`src/rtl/assert_macros.svh`:
```
// Assertion helpers included by timer_divider_solver_top.
`ifndef ASSERT_MACROS_SVH
`define ASSERT_MACROS_SVH

// Check a property on every rising edge, skipped while reset is high.
`define TDS_ASSERT(lbl, clk, rst, prop, msg) \
   lbl: assert property (@(posedge clk) disable iff (rst) prop) else $error(msg);

// Check a property on every rising edge, reset included.
`define TDS_ASSERT_ALWAYS(lbl, clk, prop, msg) \
   lbl: assert property (@(posedge clk) prop) else $error(msg);

`endif

```
`src/rtl/tds_pkg.sv`:
```
package tds_pkg;

   // Field widths
   localparam int FREQ_W = 16;
   localparam int CLK_W  = 32;
   localparam int PSC_W  = 16;
   localparam int RLD_W  = 16;
   localparam int IDX_W  = 8;

   // Valid target range
   localparam logic [FREQ_W-1:0] FREQ_MIN = 16'd1;
   localparam logic [FREQ_W-1:0] FREQ_MAX = 16'd5000;

   // Sample rate holds FREQ_MAX times the largest samples per cycle (4096)
   localparam int SPC_W  = 13;
   localparam int PROD_W = FREQ_W + SPC_W;
   localparam int RATE_W = 25;

   // Divisor holds 65537 * rate and 65536 * rate
   localparam int DIV_W = RATE_W + 17;

   // Prescaler plus one spans 1..65536
   localparam int MPL_W = PSC_W + 1;
   localparam int QUO_W = PSC_W + 1;

   // Sequencer step counts
   localparam int CNT_W     = 5;
   localparam int DIV_STEPS = CLK_W;
   localparam int MUL_STEPS = MPL_W;

   // Register indexes
   localparam logic [IDX_W-1:0] CSR_BUS_CLOCK   = 8'd0;
   localparam logic [IDX_W-1:0] CSR_BUS_DIVIDED = 8'd1;

   // Register reset values
   localparam logic [CLK_W-1:0] BUS_CLOCK_RESET   = 32'd42000000;
   localparam logic             BUS_DIVIDED_RESET = 1'b1;

   typedef enum logic [2:0] {
      S_IDLE,
      S_SCALE,
      S_DIV1,
      S_MUL,
      S_DIV2,
      S_DONE
   } tds_state_type;

endpackage

```
`src/rtl/timer_divider_solver_top.sv`:
```
// Channel   Direction  Handshake              Payload
// req       in         req_valid/req_ready    req_target_freq_hz
// rsp       out        rsp_valid/rsp_ready    rsp_ok, rsp_prescale, rsp_reload
// csr       in         csr_valid/csr_ready    csr_index, csr_data
//
// One word at a time: an accepted target passes a scale step, a 32-step
// bit-serial restoring division for the prescaler, a 17-step shift-add multiply,
// a second 32-step division for the reload and a done step; a rejected one
// goes straight to done. One shared divider yields one quotient bit per cycle.
// Reset is synchronous, active high; it restores the clock registers and idles.
// A result waits in the rsp register; the next req word is taken meanwhile.
// csr is always ready; write it only while idle.
module timer_divider_solver_top #(
   parameter int SAMPLES_PER_CYCLE = 64
) (
   input  logic                        clock,
   input  logic                        reset,
   input  logic                        req_valid,
   output logic                        req_ready,
   input  logic [tds_pkg::FREQ_W-1:0]  req_target_freq_hz,
   output logic                        rsp_valid,
   input  logic                        rsp_ready,
   output logic                        rsp_ok,
   output logic [tds_pkg::PSC_W-1:0]   rsp_prescale,
   output logic [tds_pkg::RLD_W-1:0]   rsp_reload,
   input  logic                        csr_valid,
   output logic                        csr_ready,
   input  logic [tds_pkg::IDX_W-1:0]   csr_index,
   input  logic [tds_pkg::CLK_W-1:0]   csr_data
);
   import tds_pkg::*;
`include "assert_macros.svh"

   localparam logic [SPC_W-1:0] SPC = SPC_W'(SAMPLES_PER_CYCLE);

   tds_state_type state_ff, state_in;

   logic [CLK_W-1:0]  bus_clock_ff;
   logic              bus_divided_ff;
   logic [CLK_W-1:0]  tclk_ff, tclk_in;
   logic [RATE_W-1:0] rate_ff, rate_in;
   logic [DIV_W-1:0]  div_ff, div_in;
   logic [DIV_W-1:0]  rem_ff, rem_in;
   logic [CLK_W-1:0]  quo_ff, quo_in;
   logic [MPL_W-1:0]  mpl_ff, mpl_in;
   logic [DIV_W-1:0]  mcd_ff, mcd_in;
   logic [PSC_W-1:0]  psc_ff, psc_in;
   logic [CNT_W-1:0]  cnt_ff, cnt_in;
   logic              res_ok_ff, res_ok_in;
   logic [PSC_W-1:0]  res_psc_ff, res_psc_in;
   logic [RLD_W-1:0]  res_rld_ff, res_rld_in;
   logic              rsp_valid_ff, rsp_valid_in;
   logic              rsp_ok_ff, rsp_ok_in;
   logic [PSC_W-1:0]  rsp_psc_ff, rsp_psc_in;
   logic [RLD_W-1:0]  rsp_rld_ff, rsp_rld_in;

   logic              req_take;
   logic              out_free;
   logic [CLK_W-1:0]  tclk_now;
   logic              reject;
   logic [PROD_W-1:0] rate_prod;
   logic [DIV_W:0]    trial;
   logic [DIV_W:0]    diff;
   logic              ge;
   logic [CLK_W-1:0]  quo_next;
   logic [QUO_W-1:0]  q_val;
   logic              div_last;
   logic              mul_last;

   assign req_ready = (state_ff == S_IDLE);
   assign req_take  = req_valid && req_ready;
   assign out_free  = !rsp_valid_ff || rsp_ready;
   assign csr_ready = 1'b1;

   // Timer clock: zero stays zero, otherwise double with wrap when divided
   always_comb begin
      if (bus_clock_ff == '0) begin
         tclk_now = '0;
      end else if (bus_divided_ff) begin
         tclk_now = {bus_clock_ff[CLK_W-2:0], 1'b0};
      end else begin
         tclk_now = bus_clock_ff;
      end
   end

   assign reject = (req_target_freq_hz < FREQ_MIN) || (req_target_freq_hz > FREQ_MAX) ||
                   (tclk_now == '0);
   assign rate_prod = PROD_W'(req_target_freq_hz) * PROD_W'(SPC);

   // One restoring division step
   assign trial    = {rem_ff, quo_ff[CLK_W-1]};
   assign diff     = trial - {1'b0, div_ff};
   assign ge       = (trial >= {1'b0, div_ff});
   assign quo_next = {quo_ff[CLK_W-2:0], ge};
   assign q_val    = quo_next[QUO_W-1:0];
   assign div_last = (cnt_ff == CNT_W'(DIV_STEPS - 1));
   assign mul_last = (cnt_ff == CNT_W'(MUL_STEPS - 1));

   // Next state
   always_comb begin
      state_in = state_ff;
      case (state_ff)
         S_IDLE: begin
            if (req_take) begin
               state_in = reject ? S_DONE : S_SCALE;
            end
         end
         S_SCALE: state_in = S_DIV1;
         S_DIV1: begin
            if (div_last) begin
               state_in = S_MUL;
            end
         end
         S_MUL: begin
            if (mul_last) begin
               state_in = S_DIV2;
            end
         end
         S_DIV2: begin
            if (div_last) begin
               state_in = S_DONE;
            end
         end
         S_DONE: begin
            if (out_free) begin
               state_in = S_IDLE;
            end
         end
         default: state_in = S_IDLE;
      endcase
   end

   // Datapath and result register
   always_comb begin
      tclk_in      = tclk_ff;
      rate_in      = rate_ff;
      div_in       = div_ff;
      rem_in       = rem_ff;
      quo_in       = quo_ff;
      mpl_in       = mpl_ff;
      mcd_in       = mcd_ff;
      psc_in       = psc_ff;
      cnt_in       = cnt_ff;
      res_ok_in    = res_ok_ff;
      res_psc_in   = res_psc_ff;
      res_rld_in   = res_rld_ff;
      rsp_valid_in = rsp_valid_ff && !rsp_ready;
      rsp_ok_in    = rsp_ok_ff;
      rsp_psc_in   = rsp_psc_ff;
      rsp_rld_in   = rsp_rld_ff;
      case (state_ff)
         S_IDLE: begin
            // Latch the word; a reject goes straight to done with zeros
            tclk_in    = tclk_now;
            rate_in    = rate_prod[RATE_W-1:0];
            res_ok_in  = 1'b0;
            res_psc_in = '0;
            res_rld_in = '0;
         end
         S_SCALE: begin
            // Prescaler = clock / (65537 * rate)
            div_in = (DIV_W'(rate_ff) << 16) + DIV_W'(rate_ff);
            rem_in = '0;
            quo_in = tclk_ff;
            cnt_in = '0;
         end
         S_DIV1, S_DIV2: begin
            rem_in = ge ? diff[DIV_W-1:0] : trial[DIV_W-1:0];
            quo_in = quo_next;
            cnt_in = cnt_ff + 1'b1;
            if (div_last && state_ff == S_DIV1) begin
               // Set up (prescale + 1) * rate
               psc_in = quo_next[PSC_W-1:0];
               mpl_in = MPL_W'(quo_next[PSC_W-1:0]) + 1'b1;
               mcd_in = DIV_W'(rate_ff);
               div_in = '0;
               cnt_in = '0;
            end
            if (div_last && state_ff == S_DIV2) begin
               // A zero quotient can only come at prescaler zero
               if (q_val != '0) begin
                  res_ok_in  = 1'b1;
                  res_psc_in = psc_ff;
                  res_rld_in = RLD_W'(q_val - 1'b1);
               end
            end
         end
         S_MUL: begin
            // Shift-add one multiplier bit per cycle
            if (mpl_ff[0]) begin
               div_in = div_ff + mcd_ff;
            end
            mcd_in = mcd_ff << 1;
            mpl_in = mpl_ff >> 1;
            cnt_in = cnt_ff + 1'b1;
            if (mul_last) begin
               rem_in = '0;
               quo_in = tclk_ff;
               cnt_in = '0;
            end
         end
         S_DONE: begin
            if (out_free) begin
               rsp_valid_in = 1'b1;
               rsp_ok_in    = res_ok_ff;
               rsp_psc_in   = res_psc_ff;
               rsp_rld_in   = res_rld_ff;
            end
         end
         default: begin
            cnt_in = '0;
         end
      endcase
   end

   // Control registers
   always_ff @(posedge clock) begin
      if (reset) begin
         state_ff     <= S_IDLE;
         rsp_valid_ff <= 1'b0;
      end else begin
         state_ff     <= state_in;
         rsp_valid_ff <= rsp_valid_in;
      end
   end

   // Clock configuration
   always_ff @(posedge clock) begin
      if (reset) begin
         bus_clock_ff   <= BUS_CLOCK_RESET;
         bus_divided_ff <= BUS_DIVIDED_RESET;
      end else if (csr_valid && csr_ready) begin
         case (csr_index)
            CSR_BUS_CLOCK:   bus_clock_ff   <= csr_data;
            CSR_BUS_DIVIDED: bus_divided_ff <= csr_data[0];
            default: begin
            end
         endcase
      end
   end

   // Payload registers
   always_ff @(posedge clock) begin
      tclk_ff    <= tclk_in;
      rate_ff    <= rate_in;
      div_ff     <= div_in;
      rem_ff     <= rem_in;
      quo_ff     <= quo_in;
      mpl_ff     <= mpl_in;
      mcd_ff     <= mcd_in;
      psc_ff     <= psc_in;
      cnt_ff     <= cnt_in;
      res_ok_ff  <= res_ok_in;
      res_psc_ff <= res_psc_in;
      res_rld_ff <= res_rld_in;
      rsp_ok_ff  <= rsp_ok_in;
      rsp_psc_ff <= rsp_psc_in;
      rsp_rld_ff <= rsp_rld_in;
   end

   assign rsp_valid    = rsp_valid_ff;
   assign rsp_ok       = rsp_ok_ff;
   assign rsp_prescale = rsp_psc_ff;
   assign rsp_reload   = rsp_rld_ff;

   // A zero target skips the search and lands in done as a reject
   `TDS_ASSERT(a_zero_reject, clock, reset, (req_valid && req_ready && req_target_freq_hz == '0) |=> (state_ff == S_DONE && !res_ok_ff), "zero target not rejected")
   // A reject carries zero prescale and reload
   `TDS_ASSERT(a_reject_zero, clock, reset, (rsp_valid && !rsp_ok) |-> (rsp_prescale == '0 && rsp_reload == '0), "reject with nonzero fields")
   // Past prescaler zero the quotient is at least half its range
   `TDS_ASSERT(a_reload_big, clock, reset, (rsp_valid && rsp_ok && rsp_prescale != '0) |-> (rsp_reload >= 16'd32767), "reload too small for nonzero prescale")
   // The prescaler division hands over to the multiply
   `TDS_ASSERT(a_div1_to_mul, clock, reset, (state_ff == S_DIV1 && div_last) |=> (state_ff == S_MUL && cnt_ff == '0), "prescaler division did not hand over")

endmodule
```
`config.mk`:
```
export PLATFORM = sky130hd
export DESIGN_NAME = timer_divider_solver_top
export DESIGN_NICKNAME = d
export VERILOG_FILES = /design/src/rtl/tds_pkg.sv /design/src/rtl/timer_divider_solver_top.sv
export VERILOG_INCLUDE_DIRS = /design/src /design/src/rtl
export SDC_FILE = /design/constraint.sdc
export NUM_CORES = 1
export LEC_CHECK = 0
export BUFFER_PORTS_ARGS = -buffer_cell sky130_fd_sc_hd__buf_2
export CORE_ASPECT_RATIO = 0.6
export CORE_UTILIZATION = 45
export DETAILED_ROUTE_END_ITERATION = 16
export GPL_TIMING_DRIVEN = 0
export PLACE_DENSITY_LB_ADDON = 0.25
export SYNTH_ARGS = -nofsm -noshare
export SYNTH_HDL_FRONTEND = slang
export SYNTH_SLANG_ARGS = --single-unit
```
`constraint.sdc`:
```
create_clock -name clock -period 17.4 [get_ports clock]
set_input_delay 3.48 -clock clock [delete_from_list [all_inputs] [get_ports clock]]
set_output_delay 3.48 -clock clock [all_outputs]
set_load 0.05 [all_outputs]
```
=== Yosys cells after proc, flatten, opt, wreduce, memory -nomap -nowiden ===
Cells that the tools add are included.

* Register bits after elaboration: 347
* Bits in latches: 0
* Memory bits (writable): 0
* ROM bits: 0
* Bits of input ports: 61
* Output and inout port bits: 36
* Logic and storage cells: 108
* Memories kept: 0

* $add $sub $neg: 6
* Multiply operators: 0
* Div/mod/pow operators: 0
* $lt $le $gt $ge: 3
* Eq/ne operators: 17
* Shift-type cells: 0
* Multiplexer cells: 35
* Bitwise gates (word level): 0
* Reductions and logical operators: 28

{| class="wikitable"
|+ Operator list
! kind !! count
|-
| $pmux 42 s3 || 2
|-
| $mux 42 || 5
|-
| $mux 32 || 3
|-
| $pmux 32 s3 || 1
|-
| $pmux 42 s2 || 1
|-
| $logic_not 32->1 || 2
|-
| $mux 16 || 4
|-
| $pmux 16 s2 || 2
|-
| $ge 43x42->1 || 1
|-
| $add 42x42->42 || 1
|-
| $sub 42x42->42 || 1
|-
| $add 38x22->39 || 1
|-
| $pmux 17 s2 || 1
|-
| $mux 3 || 6
|-
| $pmux 3 s6 || 1
|-
| $add 16x1->17 const B || 1
|-
| $mux 17 || 1
|-
| $reduce_bool 17->1 || 1
|-
| $gt 16x13->1 const B || 1
|-
| $lt 16x1->1 const B || 1
|-
| $ne 2x2->1 const B || 8
|-
| $sub 16x1->16 const B || 1
|-
| $pmux 5 s3 || 1
|-
| $reduce_and 2->1 || 6
|-
| other kinds (20) || 36
|}

=== Depth between registers and ports, before layout ===
Gate-level depths: netlist of run 1.

* Depth after elaboration: 7
* Gate-level depth with buffers: 21
* Mapped depth without buffers: 16

=== Least setup slack after synthesis of run 1 ===
OpenSTA, ideal clock, no wires.

* Path type: register to output
* Start: register state_ff[0]
* End: output req_ready
* Arrival time: 5.105 ns
* Data required time: 13.920 ns
* Path slack: 8.815 ns
* Cell stages (with the launch flop): 5
* Buffers on the path: 3
* Cells stage by stage: dfxtp_1 -> clkbuf_1 -> clkbuf_1 -> clkbuf_1 -> nor3_1

* Cells in the longest elaborated chain, start to end: 1

{| class="wikitable"
|+ Ends and longest elaborated chain
! item !! line !! RTL
|-
| start, declared || timer_divider_solver_top.sv:36 || <nowiki>tds_state_type state_ff, state_in;</nowiki>
|-
| start signal, assigned || timer_divider_solver_top.sv:222 || <nowiki>state_ff <= state_in;</nowiki>
|-
| $logic_not 3->1 || timer_divider_solver_top.sv:70 || <nowiki>assign req_ready = (state_ff == S_IDLE);</nowiki>
|-
| end, declared || timer_divider_solver_top.sv:19 || <nowiki>output logic req_ready,</nowiki>
|}

Every way passes these cells.

=== Final worst setup path of run 1 ===
Ends and elaborated chain as after synthesis.

==> flow_metrics.py, run 1 <==
metrics = {
    "power": {
        "p_leak_uw": 0.00764,
        "ir_drop_mv": 0.0930,
        "powerDensity_nw_per_um2": 208,
    },
    "yosys": {
        "yosysWarnings": 0,
        "synth_edf_count": 298,
        "synth_flop_cell": "edfxtp_1",
        "yosysMostFrequentCell": "nand2_1",
        "synthArstFlopShare": 0,
        "netlist_instances": 1586,
        "synth-seq-area-share": 0.568,
        "synth_area_leaders": "edfxtp_1, nand2_1, ha_1",
        "syn_avg_cell_area_sq_um": 10.8,
        "synth_area_leader_cell": "edfxtp_1",
        "synth_area_sq_um": 17100,
        "synth_cell_types": 70,
        "synth_nets": 1725,
        "ys_ff_latch": 335,
        "synth_top_area_share": 0.525,
        "synth_common_cells": "nand2_1, edfxtp_1, a21oi_1",
    },
    "setup_path": {
        "r2r-end": "res_rld_ff[10]",
        "end_kind": "output port",
        "worstSetupPathType": "reg2out",
        "path_max_fanout": 12,
        "r2r-start": "div_ff[24]",
        "crit_required_ps": 13920,
        "reg2reg_setup_slack_ps": 12810,
        "cp.arrival_ps": 2940,
        "worst-r2r-cell-count": 20,
        "start_kind": "register",
    },
    "route": {
        "routed-via-count": 12500,
        "wl_um": 43200,
        "drt_iter0_drc": 1353,
        "dr.pass1.iters": 5,
        "ant_nets": 0,
        "wl_per_cell_um": 19.1,
        "drt-vias-per-instance": 5.53,
        "drc_errors": 0,
    },
    "sta": {
        "report.final.slew_viol_count": 0,
        "tightestPinTransition_ps": 967,
        "fin_setup_tns_ps": 0,
        "max_slew_margin": 0.354,
        "finalCriticalPeriod_ps": 6420,
        "skew_ps": 11.7,
        "rsz0062_at_grt": "no",
        "finalSetupViolCount": 0,
        "hold_viol_final": 0,
        "fmax_mhz": 156,
        "post-route-period-util": 0.369,
    },
    "floorplan": {
        "rows": 54,
        "io_pins": 97,
        "start_util": 0.463,
        "dieHeight_um": 153,
        "die_area_sq_um": 38700,
        "fp.dieW_um": 253,
        "core_sq_um": 36800,
    },
    "placed_design": {
        "io_buffers": 94,
        "gp_congestion": 0.926,
        "place_inst": 2193,
        "dp_hpwl_um": 32100,
    },
    "clock_tree": {
        "cts_setup_buffers": 0,
        "path_clk_slew_ps": 70,
        "cts_tree": "done",
        "cts_root_buffer": "clkbuf_16",
        "insertion_delay_ps": 540,
        "htree_num_levels": 2,
        "clock_sinks": 335,
        "cts_hold_buf": 0,
        "cts-resized-gates": 0,
        "numCtsBuffers": 34,
        "ctsLongestPathBuffers": 3,
    },
    "grt": {
        "grt_pass1_vias": 11600,
        "grt_pass1_wl_um": 66700,
        "grt_max_degree": 37,
        "antenna_found_initial": 0,
        "overflow": 0,
        "grt_usage": 0.224,
    },
    "final_layout": {
        "nets": 1864,
        "n_fill_cell": 3262,
        "fin_cells": 2255,
        "multiInputGateArea_sq_um": 6820,
        "diodes": 0,
        "drive_above_1_share": 0.128,
        "area_growth_pct": 14.4,
        "seq_area_sq_um": 9690,
        "final_util": 0.530,
    },
    "worst_hold_path": {
        "holdPathStages": 0,
        "hp-class": "reg2reg",
        "hold_start": "res_psc_ff[11]",
        "min_to": "rsp_prescale[11]",
    },
    "job": {
        "cap_violations": 0,
    },
    "outcome": {
        "outcome": "completed",
    },
}
## cell usage in the layout, fill, tap and decap left out, types with 25 or more instances in the layout
cell | netlist | layout
nand3_1 | 39 | 39
xor2_1 | 39 | 39
nand2_1 | 325 | 324
a21oi_1 | 114 | 113
xnor2_1 | 50 | 50
clkbuf_1 | 60 | 66
clkbuf_16 | 0 | 34
dfxtp_1 | 37 | 37
and3_1 | 32 | 32
ha_1 | 77 | 77
a21o_1 | 26 | 26
and2_1 | 25 | 25
o21ai_0 | 77 | 77
nor2_1 | 81 | 79
buf_2 | 4 | 98
mux2_2 | 31 | 31
inv_1 | 65 | 65
edfxtp_1 | 298 | 298
## power by group
part | internal (uW) | total [uW] | switching [uW]
clock network | 457 | 777 | 320
registers | 1310 | 1470 | 158
logic | 628 | 1810 | 1180
total | 2400 | 4060 | 1660
## worst max-delay path, stage by stage, from the launching register on
cell      delay (ps)
dfxtp_1          290
clkbuf_1         180
clkbuf_1         290
clkbuf_1         310
nor3_2           620
buf_6            240
buf_6            180
buf_2            280
## worst max path at each step
| stage | start | to | slack, ps |
|---|---|---|---|
| 2_1_floorplan | state_ff[0] | req_ready | 8810 |
| 3_3_place_gp | state_ff[0] | req_ready | 6900 |
| 3_5_place_dp | state_ff[0] | req_ready | 11530 |
| 4_1_cts | state_ff[0] | req_ready | 10940 |
| 5_1_grt | state_ff[0] | req_ready | 10760 |
| 6_report | state_ff[0] | req_ready | 10980 |
## cell type report
class,instances,share of cell area
Sequential cell,335,0.496
Multi-Input combinational cell,1110,0.349
Clock buffer,41,0.0455
Tap cell,504,0.0323
Timing Repair Buffer,103,0.0319
Buffer,74,0.0174
Clock inverter,21,0.0142
Inverter,67,0.0130
## metal layers
metal | up-vias | routed length [um] | track usage
li1 | 5968 | - | -
met1 | 5969 | 22600 | 0.382
met2 | 469 | 16300 | 0.288
met3 | 70 | 3580 | 0.0328
met4 | 0 | 752 | 0.0528
met5 | - | 0 | 0
## through the flow
stage | setup WS (ps) | total power [uW] | area (sq um) | hold WS, ps
global route | 10760 | 4310 | 19500 | 428
floorplan | 8810 | 2720 | 17100 | 400
detailed placement | 11530 | 3260 | 18400 | 405
finish | 10980 | 4060 | 19500 | 420
CTS | 10940 | 4050 | 19500 | 421
global placement | 6900 | 3210 | 18200 | 403
## registers in the layout (all words and copies together) (netlist names), 3 cells and up
signal	flops
rsp_reload	16
tclk_ff	32
res_rld_ff	16
div_ff	36
state_ff	3
rate_ff	16
rsp_prescale	16
bus_clock_ff	32
psc_ff	16
cnt_ff	5
rem_ff	42
mcd_ff	36
quo_ff	32
res_psc_ff	16
mpl_ff	17
## cells by family after synthesis
group | Yosys count | synth area share
adders and majority gates | 78 | 0.0577
muxes | 36 | 0.0234
DFF | 335 | 0.568
AOI/OAI and AO/OA | 293 | 0.102
xor gates and xnor gates | 89 | 0.0457
other | 1 | 0.000220
buffers and inverters | 141 | 0.0348
and+or+nand+nor | 613 | 0.168
Note: power is estimated with default switching activity, not from simulation.
==> run 2: changes to the inputs <==
--- a/config.mk
+++ b/config.mk
@@ -6,6 +6,7 @@
 export SDC_FILE = /design/constraint.sdc
 export NUM_CORES = 1
 export LEC_CHECK = 0
+export ABC_AREA = 1
 export BUFFER_PORTS_ARGS = -buffer_cell sky130_fd_sc_hd__buf_2
 export CORE_ASPECT_RATIO = 0.6
 export CORE_UTILIZATION = 45
==> constraint.sdc (replaced) <==
create_clock -name clock -period 6.05 [get_ports clock]
set_input_delay 1.21 -clock clock [delete_from_list [all_inputs] [get_ports clock]]
set_output_delay 1.21 -clock clock [all_outputs]
set_load 0.05 [all_outputs]
==> run 2 against run 1 <==
  * Clock skew is 13 ps higher
  * Power grew to 3.0 times the previous value
  * Sequential power grew to 2.8 times the previous value
  * Die area is 9.1% higher
  * Synthesized cell count is 38% higher
  * Sequential cell count stayed put
  * Synthesized area is 9.2% higher
  * First-iteration DRC count is 50% higher
  * Worst setup slack worse by 9100 ps
  * Register-to-register slack worse by 11000 ps
  * Hold slack worse by 1.5 ps
  * Critical endpoint is now mpl_ff[14]
==> flow_metrics.py, run 2 <==
metrics = {
    "final_layout": {
        "diodes": 0,
        "final_cell_mix": "nand2_1, edfxtp_1, inv_1",
        "drive_above_1_share": 0.0886,
        "nets": 2473,
        "final_common_cell": "nand2_1",
        "largest_reg_flops": 42,
        "largest_register": "rem_ff",
        "area_growth_pct": 13.0,
        "reg.largest.list": "rem_ff (42), div_ff (36), mcd_ff (36)",
        "fin_cells": 2890,
    },
    "setup_path": {
        "cp.arrival_ps": 4490,
        "path_max_fanout": 11,
        "worstSetupPathType": "reg2reg",
        "end_kind": "register",
        "crit_required_ps": 6330,
        "start_kind": "register",
    },
    "floorplan": {
        "die_area_sq_um": 42200,
        "io_pins": 97,
        "rows": 57,
        "dieHeight_um": 160,
        "fp.dieW_um": 265,
        "start_util": 0.458,
        "core_sq_um": 40700,
    },
    "clock_tree": {
        "clock_sinks": 335,
        "cts-resized-gates": 0,
        "cts_tree": "done",
        "htree_num_levels": 2,
        "path_clk_slew_ps": 60,
        "numCtsBuffers": 35,
        "insertion_delay_ps": 550,
        "ctsLongestPathBuffers": 3,
        "cts_hold_buf": 0,
        "cts_setup_buffers": 0,
        "cts_root_buffer": "clkbuf_16",
    },
    "route": {
        "routed-via-count": 15700,
        "dr.pass1.iters": 5,
        "drt_iter0_drc": 2024,
        "wl_um": 57800,
        "drc_errors": 0,
        "wl_per_cell_um": 20.0,
        "drt-vias-per-instance": 5.45,
        "ant_nets": 0,
    },
    "yosys": {
        "synth_edf_count": 298,
        "synth_common_cells": "nand2_1, edfxtp_1, inv_1",
        "synth_flop_cell": "edfxtp_1",
        "netlist_instances": 2196,
        "syn_avg_cell_area_sq_um": 8.48,
        "synth-seq-area-share": 0.520,
        "synth_cell_types": 48,
        "ys_ff_latch": 335,
        "yosysMostFrequentCell": "nand2_1",
        "yosysWarnings": 0,
        "synth_nets": 2335,
        "synth_area_sq_um": 18600,
        "synth_area_leaders": "edfxtp_1, nand2_1, inv_1",
        "synth_top_area_share": 0.480,
        "synth_area_leader_cell": "edfxtp_1",
        "synthArstFlopShare": 0,
    },
    "grt": {
        "groute.layer.met1.usage": 0.462,
        "grt_max_degree": 37,
        "grt_usage": 0.275,
        "grt_pass1_vias": 14400,
        "top_usage_layer": "met1",
        "grt_pass1_wl_um": 87100,
        "antenna_found_initial": 1,
        "use_met2": 0.339,
        "overflow": 0,
        "met3_usage": 0.0764,
    },
    "power": {
        "p_leak_uw": 0.00899,
        "p_seq_frac": 0.337,
        "combPwrFrac": 0.492,
        "power_uw": 12300,
        "switchingPower_uw": 5730,
        "power_frac_clock": 0.171,
        "p_sw_frac": 0.464,
        "powerDensity_nw_per_um2": 586,
        "ir_drop_mv": 0.257,
        "p_int_uw": 6600,
    },
    "placed_design": {
        "dp_slack_ps": 1990,
        "gp_congestion": 0.992,
        "dp_hpwl_um": 45800,
        "place_inst": 2828,
        "io_buffers": 95,
    },
    "worst_hold_path": {
        "hp-class": "reg2reg",
    },
    "sta": {
        "setup_slack_ps": 1840,
        "fmax_mhz": 237,
        "report.final.slew_viol_count": 0,
        "finalCriticalPeriod_ps": 4210,
        "finalSetupViolCount": 0,
        "tightestPinTransition_ps": 952,
        "rsz0062_at_grt": "no",
        "hold_viol_final": 0,
        "skew_ps": 25.0,
        "max_slew_margin": 0.365,
        "post-route-period-util": 0.696,
    },
    "job": {
        "cap_violations": 0,
    },
    "outcome": {
        "outcome": "completed",
    },
}
## run 2: changes by cell type after synthesis, sizes merged, moves of 17 or more
cell / previous run / this run
clkbuf: 61 / 39
and2: 25 / 1
nor2: 81 / 275
a21oi: 114 / 135
a21o: 26 / 9
inv: 66 / 290
mux2: 31 / 0
xnor2: 50 / 22
xor2: 39 / 19
and3: 32 / 3
o21ai: 80 / 201
nand3: 39 / 85
nand2: 325 / 552
## run 2: area by class of cell
cell class / count / area, sq um
Tap cell: 531 / 664
Clock buffer: 41 / 940
Timing Repair Buffer: 101 / 603
Clock inverter: 21 / 161
Multi-Input combinational cell: 1513 / 7630
Sequential cell: 335 / 9690
Fill cell: 3848 / 19600
Buffer: 58 / 265
Inverter: 290 / 1090
## run 2: kinds of logic after synthesis
| group | count (synthesis) | synth area share |
|---|---|---|
| simple gates | 993 | 0.219 |
| xor+xnor | 41 | 0.0193 |
| other cells | 1 | 0.000201 |
| fa+ha+maj | 78 | 0.0528 |
| buf+inv | 348 | 0.0727 |
| compound gates | 400 | 0.116 |
| flops | 335 | 0.520 |
## run 2: per-layer routing
metal	vias to the layer above	wire length (um)
li1	7624	-
met1	7350	29700
met2	699	20600
met3	66	6690
met4	0	804
met5	-	0
## run 2: path summary, 6_finish.rpt
| kind | slack, ps | endpoint | cells past startpoint | from |
|---|---|---|---|---|
| max | 1840 | mpl_ff[14] | 20 | div_ff[26] |
| min | 420 | rsp_prescale[6] | 0 | res_psc_ff[6] |
| max reg2reg | 1840 | mpl_ff[14] | 20 | div_ff[26] |
| min reg2reg | 420 | rsp_prescale[6] | 0 | res_psc_ff[6] |
## run 2: power by group through the flow
stage | registers [uW] | clock network, uW | logic, uW
2_1_floorplan | 4130 | 0 | 3860
3_3_place_gp | 4260 | 0 | 5680
3_5_place_dp | 4180 | 0 | 5860
4_1_cts | 4130 | 2140 | 5900
5_1_grt | 4210 | 2230 | 6650
6_report | 4160 | 2110 | 6060
## run 2: metrics by stage
step / cell area [sq um] / hold WS [ps] / setup TNS (ps) / util
final: 21000 / 419 / 0 / 0.518
after global routing: 21000 / 421 / 0 / 0.518
after CTS: 21000 / 420 / 0 / 0.518
after detailed placement: 19900 / 405 / 0 / 0.491
after global placement: 19800 / 401 / -80050 / 0.486
after floorplan: 18600 / 400 / 0 / -
## run 2: critical path, cell delays in order (launching register included)
cell,delay [ps]
edfxtp_1,490
inv_1,100
ha_1,400
nand2_1,140
nor2_2,190
nand2_1,90
nor2_1,110
nand2_1,70
nand3_2,130
nand2_2,130
nand2_4,160
buf_6,210
buf_4,230
ha_1,240
nand4_1,140
nor2_1,150
nand2_1,140
nor3_1,390
nand4_1,250
nand2_1,100
o21ai_0,90
